**src/design/lasc_pkg.sv**
```systemverilog
// lasc_pkg: shared types and constants of the local alignment score core
// no dependencies; imported by lasc_cell, local_alignment_score_core and tb
`timescale 1ns / 1ps

package lasc_pkg;

    localparam int MAX_LEN_DEF = 256;
    localparam int SYM_W       = 8;
    localparam int ACT_W       = 2;
    localparam int SCORE_W     = 9;

    localparam int MATCH_GAIN    = 1;
    localparam int MISMATCH_COST = 2;
    localparam int GAP_COST      = 2;

    localparam logic [ACT_W-1:0] ACT_REF = 2'd0;
    localparam logic [ACT_W-1:0] ACT_TGT = 2'd1;
    localparam logic [ACT_W-1:0] ACT_END = 2'd2;

    typedef struct packed {
        logic             valid;
        logic [SYM_W-1:0] sym;
    } t_wave_tag;

    typedef struct packed {
        logic load;
        logic clear;
    } t_cell_ctl;

endpackage

```
**src/design/lasc_cell.sv**
```systemverilog
// lasc_cell: one reference column of the alignment chain
// holds the column symbol and score row entry; uses lasc_pkg
`timescale 1ns / 1ps

module lasc_cell
    import lasc_pkg::*;
#(
    parameter int SW = SCORE_W
) (
    input  logic             i_clk,
    input  logic             i_rst_n,
    input  t_cell_ctl        i_ctl,
    input  logic [SYM_W-1:0] i_load_sym,
    input  t_wave_tag        i_tag,
    input  logic [SW-1:0]    i_left,
    input  logic [SW-1:0]    i_diag,
    input  logic [SW-1:0]    i_best,
    output t_wave_tag        o_tag,
    output logic [SW-1:0]    o_left,
    output logic [SW-1:0]    o_diag,
    output logic [SW-1:0]    o_best
);

    logic [SYM_W-1:0] r_sym;
    logic             r_used;
    logic [SW-1:0]    r_row;
    logic             r_tag_valid;
    logic [SYM_W-1:0] r_tag_sym;
    logic [SW-1:0]    r_left;
    logic [SW-1:0]    r_diag;
    logic [SW-1:0]    r_best;

    logic [SW-1:0] w_sub;
    logic [SW-1:0] w_gap_left;
    logic [SW-1:0] w_gap_up;
    logic [SW-1:0] w_cell;
    logic [SW-1:0] w_tmp;
    logic          w_active;

    always_comb begin
        if (r_sym == i_tag.sym) begin
            w_sub = i_diag + SW'(MATCH_GAIN);
        end else if (i_diag >= SW'(MISMATCH_COST)) begin
            w_sub = i_diag - SW'(MISMATCH_COST);
        end else begin
            w_sub = '0;
        end
        w_gap_left = (i_left >= SW'(GAP_COST)) ? i_left - SW'(GAP_COST) : '0;
        w_gap_up   = (r_row >= SW'(GAP_COST)) ? r_row - SW'(GAP_COST) : '0;
        w_tmp      = (w_gap_left > w_gap_up) ? w_gap_left : w_gap_up;
        w_cell     = (w_sub > w_tmp) ? w_sub : w_tmp;
        w_active   = i_tag.valid && r_used;
    end

    always_ff @(posedge i_clk) begin
        if (!i_rst_n) begin
            r_used      <= 1'b0;
            r_row       <= '0;
            r_tag_valid <= 1'b0;
        end else begin
            r_tag_valid <= i_tag.valid;
            if (i_ctl.clear) begin
                r_used <= 1'b0;
                r_row  <= '0;
            end else if (i_ctl.load) begin
                r_used <= 1'b1;
                r_row  <= '0;
            end else if (w_active) begin
                r_row <= w_cell;
            end
        end
    end

    always_ff @(posedge i_clk) begin
        if (i_ctl.load) begin
            r_sym <= i_load_sym;
        end
        r_tag_sym <= i_tag.sym;
        r_left    <= w_cell;
        r_diag    <= r_row;
        r_best    <= (w_active && (w_cell > i_best)) ? w_cell : i_best;
    end

    assign o_tag  = '{valid: r_tag_valid, sym: r_tag_sym};
    assign o_left = r_left;
    assign o_diag = r_diag;
    assign o_best = r_best;

endmodule

```
**config.mk**
```make
export PLATFORM = sky130hd
export DESIGN_NAME = lasc_cell
export DESIGN_NICKNAME = d
export VERILOG_FILES = /design/src/design/lasc_pkg.sv /design/src/design/lasc_cell.sv
export SDC_FILE = /design/constraint.sdc
export NUM_CORES = 1
export LEC_CHECK = 0
export BUFFER_PORTS_ARGS = -buffer_cell sky130_fd_sc_hd__buf_2
export CAP_MARGIN = 20
export CORE_MARGIN = 4
export CORE_UTILIZATION = 30
export DETAILED_ROUTE_END_ITERATION = 6
export HOLD_SLACK_MARGIN = 0.1
export MAX_ROUTING_LAYER = met4
export PLACE_DENSITY = 0.54
export SYNTH_ARGS = -nofsm -noshare
export SYNTH_HDL_FRONTEND = slang
export SYNTH_SLANG_ARGS = --single-unit
```
**constraint.sdc**
```tcl
create_clock -name i_clk -period 6.2 [get_ports i_clk]
set_input_delay 0.31 -clock i_clk [delete_from_list [all_inputs] [get_ports i_clk]]
set_output_delay 0.31 -clock i_clk [all_outputs]
set_load 0.05 [all_outputs]
```
### Word level (Yosys, flattened, before mapping)

Cells that the tools add are included.

* $add $sub $neg: 4
* $lt $le $gt $ge: 6
* bitwise logic cells: 1
* eq/ne operators: 1
* mux-type cells: 7
* reduce and logical (&&, ||, !) cells: 4

Operators by type and width (count)
* 9-bit 2-to-1 mux: 7
* 9-bit by 2-bit greater-or-equal comparator with 1-bit output, second input constant: 3
* 9-bit > comparator: 3
* 9-bit by 2-bit subtractor with 9-bit output, second input constant: 3
* 9-bit by 1-bit adder with 9-bit output, second input constant: 1
* 8-bit equality test: 1
* 3-bit OR reduction: 1
* 1-bit logical AND: 2
* 2-bit OR reduction: 1
* 1-bit NOT: 1

* logic and storage cells: 31
* bits of input ports: 48
* output and inout bits: 36
* flip-flop bits (word level): 54

### Logic depth before layout (Yosys ltp)

Gate-level depths: netlist of the first run.

* depth after elaboration: 9
* depth in mapped cells: 31
* mapped depth without buffers: 27

### Least setup slack after synthesis of the first run

OpenSTA, ideal clock, no wires.

* path type: reg2reg
* from: reg r_row[3]
* to: reg r_best[3] (netlist: o_best[3])
* stages on the path, launching flop included: 28
* buffers on the path: 3
* clock period less this slack: 5.638 ns
* library setup time: 0.133 ns
* path slack: 0.562 ns
* arrival time: 5.504 ns
* data required time: 6.067 ns
* path through: dfxtp_1 > or4_4 > or2_4 > o21ai_1 > inv_1 > ha_1 > nand2_1 > o211ai_1 > o31a_1 > nand2_1 > mux2i_1 > ha_1 > nand2_1 > or3_1 > a21o_1 > or2_1 > buf_2 > buf_2 > nor2_1 > nor2_1 > ha_1 > nor2b_1 > o21ai_0 > a21oi_1 > o31a_1 > clkbuf_1 > nand3_1 > o221ai_1

* word-level cells in the longest chain between the ends: 9
* elaborated cells between the ends (all ways): 10
* classes of those cells: add/sub (1); order compare (4); mux (4); reduce/logical (1)

Ends and longest elaborated chain
* start, declared: line lasc_cell.sv:26 `logic [SW-1:0] r_row;`
* start signal, assigned: line lasc_cell.sv:69 `r_row <= w_cell;`
* 9-bit by 2-bit subtractor with 9-bit output or 9-bit by 2-bit greater-or-equal comparator with 1-bit output (tied branches): line lasc_cell.sv:49 `w_gap_up = (r_row >= SW'(GAP_COST)) ? r_row - SW'(GAP_COST) : '0;`
* 9-bit 2-to-1 mux (*): line lasc_cell.sv:49
* 9-bit > comparator: line lasc_cell.sv:50 `w_tmp = (w_gap_left > w_gap_up) ? w_gap_left : w_gap_up;`
* 9-bit 2-to-1 mux (*): line lasc_cell.sv:50
* 9-bit > comparator: line lasc_cell.sv:51 `w_cell = (w_sub > w_tmp) ? w_sub : w_tmp;`
* 9-bit 2-to-1 mux (*): line lasc_cell.sv:51
* net w_cell[1]: line lasc_cell.sv:36 `logic [SW-1:0] w_cell;`
* 9-bit > comparator (*): line lasc_cell.sv:81 `r_best <= (w_active && (w_cell > i_best)) ? w_cell : i_best;`
* 1-bit logical AND (*): line lasc_cell.sv:81
* 9-bit 2-to-1 mux (*): line lasc_cell.sv:81
* end signal, assigned: line lasc_cell.sv:81
* end, declared: line lasc_cell.sv:31 `logic [SW-1:0] r_best;`

The timed path passes the listed nets; every way through them passes the cells marked *.
A chain may end at the register's enable or synchronous reset.

### Final worst setup path of the first run

* from: reg r_row[3]
* to: reg r_best[7] (netlist: o_best[7])

The elaborated chain is that of the path after synthesis.

==> out/results.tsv, run 1 <==
stage	metric	value	unit
cts	cts_sinks	54	
synth	synth_cells	416	
synth	yosys.area_share.simple	23.1	%
cts	cts_tree	yes	
synth	yosysWarnings	0	
floorplanning	die_y	117	um
worst_setup_path	critPathRequiredTime	6370	ps
timing	fmax	172	MHz
final_layout	regArea	1160	um2
pwr	leakagePower	2.06	nW
synth	syn_nets	497	
final_layout	drive_above_1_share	30.1	%
worst_setup_path	timing.critical_path.buf_inv	4	
final_layout	final_cell_mix	83 x buf_2, 45 x dfxtp_1, 41 x buf_4	
cts	htreeDepth	2	
cts	cts_buffers	5	
worst_setup_path	cp-start-kind	flip-flop	
synth	synth_top_family_by_area	compound AO/OA/AOI/OAI gates	
final_layout	fin_area	4620	um2
floorplanning	die_w	117	um
worst_setup_path	crit_family	simple AND/OR/NAND/NOR gates	
global_route	grt_first_pass_wirelength	16.6	mm
cts	cts.clk_slew.worst_paths	70	ps
floorplanning	io_pins	84	
drt	drtIter0Drc	217	
worst_setup_path	critPathSlowestCell	or4_4	
placement	place_hpwl	8.58	mm
worst_setup_path	worstSetupPathType	flip-flop to flip-flop	
worst_setup_path	slowest_delay	560	ps
synth	ys_async_sr_fraction	0	%
worst_setup_path	r2r-start	r_row[3]	
timing	setup_tns	0	ps
drt	drc	0	
cts	clockBufferDepth	2	
final_layout	layout_commonest_cell	buf_2	
timing	slew_headroom	43.5	%
cts	postCtsHoldBufs	0	
synth	ys_ff_latch	54	
floorplanning	num_rows	39	
timing	whs	137	ps
synth	syn-cell-area	3550	um2
placement	gp_congestion	0.936	
synth	synth_compound_area_share	23.1	%
final_layout	nets	615	
global_route	grt_max_degree	17	
floorplanning	initial_core_util	30.8	%
synth	synth_xor_area_share	3.45	%
placement	port_buffers	83	
drt	wl	10.6	mm
cts	cts-root-buf	clkbuf_16	
cts	clkLatencyLatePin	290	ps
synth	muxShareOfSynthArea	1.76	%
worst_setup_path	arrival	5990	ps
outcome	run_status	finished clean	
worst_hold_path	hp-start	i_tag[4]	
flow_run	max_cap_viol_count	0	
pwr	powerDensity	259	nW/um2
synth	synth_edf_count	8	
placement	place_area	4340	um2
worst_setup_path	end_kind	flip-flop	
synth	ys_types	69	
final_layout	diodes	0	
timing	timing.final.crit_period	5820	ps
drt	drt-vias-per-instance	5.23	
final_layout	syn2layout_area_growth	30.2	%
timing	worstMarginPinSlew	835	ps
final_layout	multi_input_area	2300	um2
global_route	grt_pass1_vias	3355	
drt	num_vias	3549	
timing	fin_skew	5.71	ps
drt	wl_per_cell	15.6	um
final_layout	fillers	1189	
floorplanning	die-area	13600	um2
synth	ys.flop_type	dfxtp_1	
timing	slew_violations	0	
drt	postRouteAntennaNets	0	
worst_setup_path	crit_start	r_row[3]	
global_route	grt_overflow	0	
worst_hold_path	min_path_type	primary input to flip-flop	
timing	setup_viol	0	
synth	synth-seq-area-share	32.7	%
synth	synth_area_per_cell	8.53	um2
timing	fin_crit_sh	93.9	%
synth	synth_fa_ha_area_share	11.6	%
timing	finalHoldViolations	0	
floorplanning	core_area	11500	um2
timing	rsz0062_at_grt	false	
pwr	ir_drop	0.0000993	V
global_route	track_usage	15.8	%
global_route	antenna_found_initial	0	
worst_setup_path	cp_max_fo	11	
drt	drtPass1Iterations	4	
[repair_timing]
action / in CTS / in global routing
setup endpoints to repair: 0 / 9
gates resized for setup: 0 / 16
buffers inserted: 0 / 7
[power by group]
| part | switching [mW] | internal (mW) |
|---|---|---|
| combinational | 0.316 | 0.187 |
| sequential | 0.00877 | 0.389 |
| clock | 0.125 | 0.173 |
| total | 0.450 | 0.749 |
[synthesized netlist by cell type, types with 9 or more instances]
cell	count	area share [%]
nand3_1	17	2.4
a21o_1	9	1.9
xnor2_1	9	2.2
ha_1	33	12
nor3_1	21	3.0
a21oi_1	15	2.1
nor2_1	32	3.4
nand4_1	9	1.6
o21ai_0	24	3.4
dfxtp_1	46	26
nand2_1	34	3.6
inv_1	24	2.5
[registers in the layout, indices dropped and copies added (netlist names)]
register / flops
r_sym: 8
r_row: 9
r_tag_sym: 8
o_left: 9
r_used: 1
o_best: 9
r_tag_valid: 1
o_diag: 9
[layer usage]
| metal | vias up | routed length, um | track usage (%) | share of wire [%] |
|---|---|---|---|---|
| li1 | 1781 | - | - | - |
| met1 | 1616 | 4910 | 20.7 | 46 |
| met2 | 127 | 4860 | 25.0 | 46 |
| met3 | 25 | 542 | 1.75 | 5.1 |
| met4 | 0 | 289 | 6.27 | 2.7 |
| met5 | - | 0 | - | 0 |
[logic make-up after synthesis]
logic type	Yosys count
simple gates	155
compound gates	116
flops	54
buf+inv	38
fa+ha+maj	33
xor+xnor	14
mux	6
[final timing paths]
kind | to | slack [ps] | cells past startpoint
max | o_best[7] | 380 | 25
min | r_tag_sym[4] | 140 | 1
max reg2reg | o_best[7] | 380 | 25
min reg2reg | o_diag[2] | 430 | 0
[through the flow]
step | total power, mW | util, % | setup slack (ps) | instances
after floorplan | 0.716 | - | 562 | 416
after global placement | 0.881 | 37.7 | 131 | 663
after detailed placement | 0.886 | 37.7 | -15.6 | 663
after CTS | 1.19 | 39.1 | 1.13 | 671
after global routing | 1.27 | 40.1 | 4.51 | 678
final | 1.20 | 40.1 | 378 | 678
[layout make-up]
class	instances	share of cell area [%]
clock buffers	6	3.25
clock inverters	2	0.217
inverters	25	2.03
multi-input cells	324	49.8
flip-flops and latches	54	25.1
well taps	143	3.87
repair buffers	124	15.6
(Power assumes the default switching activity.)
==> run 2: changes to the inputs <==
--- a/config.mk
+++ b/config.mk
@@ -5,6 +5,7 @@
 export SDC_FILE = /design/constraint.sdc
 export NUM_CORES = 1
 export LEC_CHECK = 0
+export ABC_AREA = 1
 export BUFFER_PORTS_ARGS = -buffer_cell sky130_fd_sc_hd__buf_2
 export CAP_MARGIN = 20
 export CORE_MARGIN = 4
@@ -12,7 +13,7 @@
 export DETAILED_ROUTE_END_ITERATION = 6
 export HOLD_SLACK_MARGIN = 0.1
 export MAX_ROUTING_LAYER = met4
-export PLACE_DENSITY = 0.54
+export PLACE_DENSITY = 0.53
 export SYNTH_ARGS = -nofsm -noshare
 export SYNTH_HDL_FRONTEND = slang
 export SYNTH_SLANG_ARGS = --single-unit
==> out/results.tsv, run 2 <==
stage	metric	value	unit
cts	htreeDepth	2	
global_route	grt_max_degree	17	
synth	synth_edf_count	8	
final_layout	diodes	0	
drt	num_vias	3629	
synth	synth_top_area_share	23.0	%
floorplanning	core_area	12800	um2
final_layout	nets	733	
cts	cts_tree	yes	
synth	ys_types	38	
timing	setup_ws	931	ps
synth	synth_compound_area_share	3.84	%
drt	wl	9.79	mm
synth	yosysTopAreaCell	dfxtp_1	
synth	netlist_top_cells_count	181 x nand2_1, 90 x inv_1, 46 x dfxtp_1, 43 x nand3_1, 33 x ha_1	
timing	worstMarginPinSlew	406	ps
floorplanning	num_rows	41	
cts	clkLatencyLatePin	290	ps
cts	clockBufferDepth	2	
final_layout	final_cell_mix	181 x nand2_1, 90 x inv_1, 83 x buf_2	
timing	fin_crit_sh	85.0	%
pwr	powerDensity	255	nW/um2
synth	yosys.area_share.simple	42.7	%
synth	ys_ff_latch	54	
drt	drtIter0Drc	177	
timing	fmax	190	MHz
cts	cts_buffers	5	
synth	synth-seq-area-share	29.0	%
synth	syn-cell-area	4000	um2
worst_setup_path	arrival	5440	ps
worst_setup_path	slowest_delay	360	ps
synth	ys_async_sr_fraction	0	%
synth	synth_fa_ha_area_share	10.3	%
synth	synth_area_per_cell	7.05	um2
global_route	antenna_found_initial	0	
synth	synth_top_family_by_area	simple AND/OR/NAND/NOR gates	
synth	post-synth-top-count-cell	nand2_1	
global_route	grt_first_pass_wirelength	16.2	mm
outcome	run_status	finished clean	
worst_setup_path	cp_common_cell	nand2_1	
cts	cts_resized	0	
timing	rsz0062_at_grt	false	
timing	setup_tns	0	ps
final_layout	layout_commonest_cell	nand2_1	
synth	ys.flop_type	dfxtp_1	
global_route	track_usage	13.6	%
synth	muxShareOfSynthArea	0	%
synth	syn_nets	649	
timing	slew_headroom	72.9	%
timing	setup_viol	0	
placement	gp_congestion	0.903	
placement	port_buffers	83	
timing	fin_skew	8.15	ps
final_layout	multi_input_area	2390	um2
floorplanning	die_w	124	um
pwr	power.total	1.22	mW
cts	postCtsHoldBufs	0	
worst_setup_path	cp-start-kind	flip-flop	
worst_setup_path	cp_max_fo	12	
worst_setup_path	end_kind	flip-flop	
drt	postRouteAntennaNets	0	
cts	cts-root-buf	clkbuf_16	
drt	drc	0	
worst_setup_path	critPathRequiredTime	6370	ps
worst_hold_path	min_path_type	primary input to flip-flop	
drt	wl_per_cell	11.9	um
floorplanning	io_pins	84	
pwr	ir_drop	0.000115	V
placement	dp_slack	913	ps
timing	slew_violations	0	
timing	timing.final.crit_period	5270	ps
floorplanning	die-area	15300	um2
final_layout	syn2layout_area_growth	19.4	%
floorplanning	die_y	124	um
cts	cts_setup_buffers	0	
placement	place_hpwl	8.56	mm
final_layout	drive_above_1_share	26.5	%
drt	drtPass1Iterations	4	
synth	yosysWarnings	0	
cts	cts_sinks	54	
final_layout	regArea	1160	um2
worst_setup_path	critPathSlowestCell	dfxtp_1	
global_route	grt_pass1_vias	3452	
drt	drt-vias-per-instance	4.40	
synth	synth.top_cells.by_area	dfxtp_1 23%, nand2_1 17%, ha_1 10%	
pwr	leakagePower	2.65	nW
synth	synth_xor_area_share	2.84	%
final_layout	fin_area	4780	um2
worst_setup_path	worstSetupPathType	flip-flop to flip-flop	
floorplanning	initial_core_util	31.2	%
placement	place_area	4590	um2
timing	finalHoldViolations	0	
final_layout	fillers	1398	
flow_run	max_cap_viol_count	0	
synth	synth_cells	568	
global_route	grt_overflow	0	
cts	cts.clk_slew.worst_paths	70	ps
==> run 2: final timing paths <==
check / cells past startpoint / startpoint / endpoint / slack (ps)
hold reg to reg: 0 / r_row[7] / o_diag[7] / 380
hold / removal: 1 / i_tag[5] / r_tag_sym[5] / 140
setup / recovery: 35 / r_row[1] / o_best[7] / 930
setup reg to reg: 35 / r_row[1] / o_best[7] / 930
==> run 2: worst max-delay path, delay by kind of cell (launching register included) <==
family,cells,cell delay (ps)
AO/OA/AOI/OAI,2,300
adder cells (fa/ha/maj),4,1140
buffers and inverters,5,690
flip-flops,1,360
AND/OR/NAND/NOR,24,2630
==> run 2: cell type report <==
type / count / area share, %
Tap cell: 172 / 4.50
Inverter: 104 / 8.46
Sequential cell: 54 / 24.3
Timing Repair Buffer: 83 / 8.69
Clock inverter: 1 / 0.628
Clock buffer: 7 / 3.43
Multi-Input combinational cell: 404 / 50.0
==> run 2: cells by family (layout without fill, tap and decap cells) <==
| kind of cell | after synthesis | count (layout) |
|---|---|---|
| AOI/OAI and AO/OA | 27 | 27 |
| xor gates and xnor gates | 13 | 13 |
| adders and majority gates | 33 | 33 |
| buffers and inverters | 110 | 195 |
| DFF | 54 | 54 |
| and+or+nand+nor | 331 | 331 |
==> run 2: power by group <==
group / leakage, nW / total [mW] / internal [mW] / switching (mW)
Clock: 0.0953 / 0.344 / 0.226 / 0.118
Sequential: 0.459 / 0.400 / 0.391 / 0.00890
Combinational: 2.10 / 0.474 / 0.136 / 0.338
==> run 2: per-layer routing <==
layer / global-route usage [%] / vias to the layer above / routed length, um
li1: - / 1946 / -
met1: 17.8 / 1587 / 4650
met2: 22.6 / 88 / 4490
met3: 1.60 / 8 / 526
met4: 3.32 / 0 / 123
met5: - / - / 0
==> run 2: metrics by stage <==
stage               utilization, %  std cells  hold WS (ps)
finish                        37.3        825           143
global route                  37.3        825           138
CTS                           37.3        825           140
detailed placement            35.8        817           370
global placement              35.8        817           360
floorplan                        -        568           338
